## config.mk

```make
export PLATFORM = sky130hd
export DESIGN_NAME = fmpacl_cell
export DESIGN_NICKNAME = d
export VERILOG_FILES = /design/src/rtl/fmpacl_pkg.sv /design/src/rtl/fmpacl_cell.sv
export SDC_FILE = /design/constraint.sdc
export NUM_CORES = 1
export LEC_CHECK = 0
export BUFFER_PORTS_ARGS = -buffer_cell sky130_fd_sc_hd__buf_2
export CORE_MARGIN = 2
export CORE_UTILIZATION = 59
export CTS_BUF_LIST = sky130_fd_sc_hd__clkbuf_8
export DETAILED_ROUTE_END_ITERATION = 8
export PLACE_DENSITY = 0.93
export SETUP_SLACK_MARGIN = 0.02
export SYNTH_ARGS = -nofsm -noshare
export SYNTH_HDL_FRONTEND = slang
export SYNTH_SLANG_ARGS = --single-unit
export TNS_END_PERCENT = 100
```

## constraint.sdc

```tcl
create_clock -name i_clk -period 75.2 [get_ports i_clk]
set_input_delay 11.28 -clock i_clk [delete_from_list [all_inputs] [get_ports i_clk]]
set_output_delay 11.28 -clock i_clk [all_outputs]
set_load 0.01 [all_outputs]
```

## src/rtl/fmpacl_pkg.sv

```systemverilog
// Shared types, codes and constants of the first-match prefix ACL unit.
package fmpacl_pkg;

    localparam int unsigned DEF_MAX_RULES = 64;
    localparam int unsigned ADDR_W        = 128;
    localparam int unsigned HALF_W        = 64;
    localparam int unsigned WORD_W        = 32;
    localparam int unsigned LEN_W         = 8;
    localparam int unsigned INDEX_OUT_W   = 6;
    localparam int unsigned V4_LEN        = 32;
    localparam int unsigned V6_LEN        = 128;

    typedef enum logic [1:0] {
        ST_MISS  = 2'd0,
        ST_HIT   = 2'd1,
        ST_ADDED = 2'd2,
        ST_FULL  = 2'd3
    } t_status;

    localparam logic OP_ADD    = 1'b0;
    localparam logic OP_LOOKUP = 1'b1;

    localparam logic [1:0] FAM_IPV4 = 2'd0;
    localparam logic [1:0] FAM_IPV6 = 2'd1;

    localparam logic [0:0] REG_ACL_FAMILY = 1'b0;

    // Request as it travels down the cell chain. For an add, act and flg carry
    // the new rule's words; for a lookup they become the hit's words.
    typedef struct packed {
        logic                is_add;
        logic                live;
        logic                fam;
        t_status             status;
        logic [HALF_W-1:0]   hi;
        logic [HALF_W-1:0]   lo;
        logic [LEN_W-1:0]    plen;
        logic [WORD_W-1:0]   act;
        logic [WORD_W-1:0]   flg;
    } t_req;

endpackage

```

## src/rtl/fmpacl_cell.sv

```systemverilog
// One rule cell of the ACL chain: holds one rule and checks each passing request.
module fmpacl_cell #(
    parameter  int unsigned MAX_RULES = fmpacl_pkg::DEF_MAX_RULES,
    parameter  int unsigned INDEX     = 0,
    localparam int unsigned CNTW      = $clog2(MAX_RULES + 1),
    localparam int unsigned IDXW      = (MAX_RULES > 1) ? $clog2(MAX_RULES) : 1
) (
    input  logic                  i_clk,
    input  logic                  i_rst_n,
    input  logic                  i_en,
    input  logic                  i_valid,
    input  logic [CNTW-1:0]       i_count,
    input  logic [IDXW-1:0]       i_idx,
    input  fmpacl_pkg::t_req      i_req,
    output logic                  o_valid,
    output logic [CNTW-1:0]       o_count,
    output logic [IDXW-1:0]       o_idx,
    output fmpacl_pkg::t_req      o_req
);

    logic                              r_valid;
    logic [CNTW-1:0]                   r_count;
    logic [IDXW-1:0]                   r_idx;
    fmpacl_pkg::t_req                  r_req;

    logic [fmpacl_pkg::HALF_W-1:0]     r_rule_hi;
    logic [fmpacl_pkg::HALF_W-1:0]     r_rule_lo;
    logic [fmpacl_pkg::LEN_W-1:0]      r_rule_len;
    logic                              r_rule_fam;
    logic [fmpacl_pkg::WORD_W-1:0]     r_rule_act;
    logic [fmpacl_pkg::WORD_W-1:0]     r_rule_flg;

    logic [fmpacl_pkg::ADDR_W-1:0]     w_mask;
    logic [fmpacl_pkg::ADDR_W-1:0]     w_diff;
    logic                              w_len_ok;
    logic                              w_hit;
    logic                              w_write;
    fmpacl_pkg::t_req                  n_req;
    logic [IDXW-1:0]                   n_idx;

    // Mask bit for address position b (counted from the top) is set when b < len.
    always_comb begin
        for (int b = 0; b < int'(fmpacl_pkg::ADDR_W); b++) begin
            w_mask[fmpacl_pkg::ADDR_W-1-b] = (fmpacl_pkg::LEN_W'(b) < r_rule_len);
        end
    end

    assign w_diff   = ({r_rule_hi, r_rule_lo} ^ {i_req.hi, i_req.lo}) & w_mask;
    assign w_len_ok = r_rule_fam ? (r_rule_len <= fmpacl_pkg::LEN_W'(fmpacl_pkg::V6_LEN))
                                 : (r_rule_len <= fmpacl_pkg::LEN_W'(fmpacl_pkg::V4_LEN));

    assign w_hit = i_valid && i_req.live && !i_req.is_add
                && (CNTW'(INDEX) < i_count)
                && (r_rule_fam == i_req.fam) && w_len_ok && (w_diff == '0);

    assign w_write = i_en && i_valid && i_req.is_add
                  && (i_req.status == fmpacl_pkg::ST_ADDED) && (i_idx == IDXW'(INDEX));

    always_comb begin
        n_req = i_req;
        n_idx = i_idx;
        if (w_hit) begin
            n_req.live   = 1'b0;
            n_req.status = fmpacl_pkg::ST_HIT;
            n_req.act    = r_rule_act;
            n_req.flg    = r_rule_flg;
            n_idx        = IDXW'(INDEX);
        end
    end

    always_ff @(posedge i_clk) begin
        if (!i_rst_n) begin
            r_valid <= 1'b0;
        end else if (i_en) begin
            r_valid <= i_valid;
        end
    end

    always_ff @(posedge i_clk) begin
        if (i_en) begin
            r_count <= i_count;
            r_idx   <= n_idx;
            r_req   <= n_req;
        end
    end

    always_ff @(posedge i_clk) begin
        if (w_write) begin
            r_rule_hi  <= i_req.hi;
            r_rule_lo  <= i_req.lo;
            r_rule_len <= i_req.plen;
            r_rule_fam <= i_req.fam;
            r_rule_act <= i_req.act;
            r_rule_flg <= i_req.flg;
        end
    end

    assign o_valid = r_valid;
    assign o_count = r_count;
    assign o_idx   = r_idx;
    assign o_req   = r_req;

endmodule
```

==> results.md <==
- run status: finished, final reports clean
- path type of the worst setup path: input pin to flop
- worst hold slack: 0.542 ns
- NetSw: 113 µW
- cell area after synthesis: 16400 µm²
- worst r2r path cells: 8
- worst relative slew slack: 24.7%
- cell type of the slowest stage on the worst timing path: o311ai_0
- starting density of the core: 59.5%
- critical path startpoint: i_req[73]
- critical path data arrival time: 14.76 ns
- global route overflow: 0
- clk_lat worst skew: 0.58 ns
- via count normalized by instance count: 5.65
- maximum number of pins on one net before global-route repair: 82
- kind of start point of the critical path: input pin
- combinational share of power: 7.3%
- most used standard cells in the synthesized netlist: 419 x edfxtp_1, 72 x xnor2_1, 61 x mux2_4
- average size of a mapped cell: 18.3 µm²
- power density cells: 24.5 nW/µm²
- sequential area share after synthesis: 76.9%
- Setup Total Neg Slack: 0 ns
- setup repair after global routing missed its margin: false
- estimated wirelength of the detail-placed design: 30000 µm
- Setup-failing EPs final: 0
- 1st-pass router iterations: 6
- Yosys top cell by area: edfxtp_1
- Final Cycle Share: 19.2%
- largest cells by area after synthesis: edfxtp_1 77%, mux2_4 5.6%, xnor2_1 3.8%, xor2_1 3.0%, a21oi_1 1.8%
- post-CTS setup buffer count: 0
- net switching fraction of the power: 22.7%
- overall track demand over capacity in global routing: 28.7%
- number of standard cells after synthesis: 896
- horizontal die dimension: 171 µm
- worst hold endpoint: o_req[17]
- number of global-route vias before repair: 10500
- number of fill cells in the layout: 1653
- area delta synth->final: 23.8%
- Peak VDD IR: 0.0202 mV
- count of hold-fix buffers inserted at cts: 0
- Largest delay share family, worst path: compound AO/OA/AOI/OAI gates
- die footprint: 29100 µm²
- highest clock frequency the design can meet: 69.2 MHz
- number of clock buffers inserted by TritonCTS: 67
- maximum level of the CTS H-tree: 3
- Worst path max stage delay: 0.61 ns
- cells along the critical path: buf_2 -> xnor2_1 -> o21ai_0 -> o311ai_0 -> o2111ai_1 -> nor4_2 -> nand4_4 -> buf_4 -> mux2_4
- CP Data Required Time: 75.51 ns
- relative contribution of the clock network to total power: 38.3%
- number of antenna violations at the first check in global routing: 2
- Clock transition at path regs: 0.07 ns
- fin crit period: 14.46 ns
- Min-Delay Startpoint: r_rule_flg[17]
- quantity of I/O buffers inserted on ports: 440
- type of destination of the critical path: flop
- count of vias placed by the detailed router: 10300
- TritonCTS clock tree: yes
- Top Ports: 441
- cell chosen for the clock root: clkbuf_8
- standard cell core area: 27600 µm²
- top-area cell type share of the netlist area: 76.8%
- floorplan row count: 61
- post-detailed-routing wire length: 42900 µm
- Internal Pwr Total: 385 µW
- max-slew violation count: 0
- count of distinct cell types in the synthesized netlist: 59
- net total in the final layout: 1612
- Crit Path Max Fanout: 53
- prevailing post-synth register cell: edfxtp_1
- ANT nets after route: 0
- Seq cells post-synth: 420
- Iteration-0 DRC Markers: 946
- buffering stage count on the worst path with inverters included: 2
- yosys warns: 0
- number of resized instances in the post-cts repair step: 0
- instance count along the most critical hold path: 1
- fraction of synthesis flops using an asynchronous set or reset pin: 0%
- dominant cell by count in the synthesized netlist: edfxtp_1
- hold violation count in the final report: 0
- number of enable flip-flop cells after synthesis: 419
- die height: 171 µm
- launch instance of the worst register-to-register path: r_rule_len[7]
- weighted congestion at the end of routability-driven global placement: 0.792
- class of the worst hold path: flop to flop
- endpoint of the lowest-slack register-to-register path: o_req[4]
- Fin Clk Skew: 0.0334 ns
- max-capacitance violation count: 0
- relative contribution of sequential cells to total power: 54.4%
- # DRC: 0
- first-pass GRT wire length: 61500 µm
- setup slack, reg-to-reg: 70.18 ns
- share of layout cells above drive strength 1: 42.8%
- Routed WL per cell: 23.6 µm
- CTS Buffer Depth: 3
- measured slew at the worst slew-check pin: 1.13 ns
- clock sink count: 420
- Leakage: 7.88 nW
- overall power after layout: 498 µW
- Mapped Nets: 1118
-- sequential cells by signal, summed over array words and instances (netlist names) --
name and cells:
o_idx 6, r_rule_lo 64, r_rule_fam 1, r_rule_hi 64
r_rule_act 32, o_count 7, r_rule_flg 32, o_valid 1
r_rule_len 8, o_req 205
-- layer usage --
layer  GRT usage (%)  up-vias  wire length [µm]
met4            9.18        0              1050
met5               0        -                 0
li1                -     4517                 -
met2            49.4      638             22100
met1            36.0     5044             15800
met3            7.33       92              4000
-- power groups by stage --
| stage | Sequential [mW] | Clock, mW | Combinational (mW) |
|---|---|---|---|
| 3_5_place_dp | 0.276 | 0 | 0.0361 |
| 5_1_grt | 0.272 | 0.202 | 0.0388 |
| 6_report | 0.271 | 0.191 | 0.0364 |
| 2_1_floorplan | 0.281 | 0 | 0.00707 |
| 3_3_place_gp | 0.275 | 0 | 0.0347 |
| 4_1_cts | 0.271 | 0.193 | 0.0364 |
-- kinds of logic (layout without fill, tap and decap cells) --
group | count (synthesis) | count (layout) | share of synthesized area, %
muxes | 65 | 65 | 5.85
AOI/OAI and AO/OA | 151 | 151 | 5.36
other | 0 | 2 | 0
and+or+nand+nor | 101 | 101 | 3.86
DFF | 420 | 420 | 76.9
buffers and inverters | 30 | 576 | 1.15
xor gates and xnor gates | 129 | 129 | 6.89
-- cells in the final DEF, fill, tap and decap left out, types with 3 or more instances in the layout --
master     Yosys  routed
bufinv_16      0       4
nand2_1       11      11
a31oi_1        3       3
nand3_1        6       6
a211oi_1       3       3
o21a_1         3       3
edfxtp_1     419     419
and2_1        10      10
clkinv_2       0      12
inv_6          0       3
nand2b_1       3       3
mux2_2         3       3
o21ai_0       53      53
buf_4          1      12
a21oi_1       60      60
xnor2_1       72      72
nor4_1        15      15
mux2_4        61      61
buf_2          8     439
clkinv_1       0      19
or4_1          3       3
a211o_1        4       4
clkbuf_8       0      70
nor2_1        13      13
nor3_1        10      10
inv_1          3      15
o22ai_1        5       5
nand4_1       10      10
xor2_1        57      57
-- area by class of cell --
cell class	count	area [µm²]	share of cell area (%)
antenna	2	5.00	0.0247
clock buffer	70	963	4.75
clock inverter	51	330	1.63
inverter	3	11.3	0.0555
multi-input combinational	446	3610	17.8
sequential	420	12600	62.1
tap	378	473	2.33
timing repair buffer	452	2300	11.3
-- metrics by stage --
step,setup WS (ns),instance area [µm²],utilization (%),instances
3_5_place_dp,60.18,19000,68.9,1699
6_report,60.74,20300,73.7,1822
4_1_cts,60.76,20300,73.6,1820
2_1_floorplan,41.83,16400,-,896
5_1_grt,60.64,20300,73.7,1822
3_3_place_gp,60.12,19000,68.9,1699
-- worst max-delay path by stage --
stage                          endpoint  cells past startpoint
after floorplan           r_rule_act[0]                      3
after global placement         o_req[0]                      9
after detailed placement       o_req[1]                      9
after CTS                      o_req[4]                      9
after global routing          o_req[14]                      9
final                          o_req[4]                      9
Power figures use the tool's default switching activity.
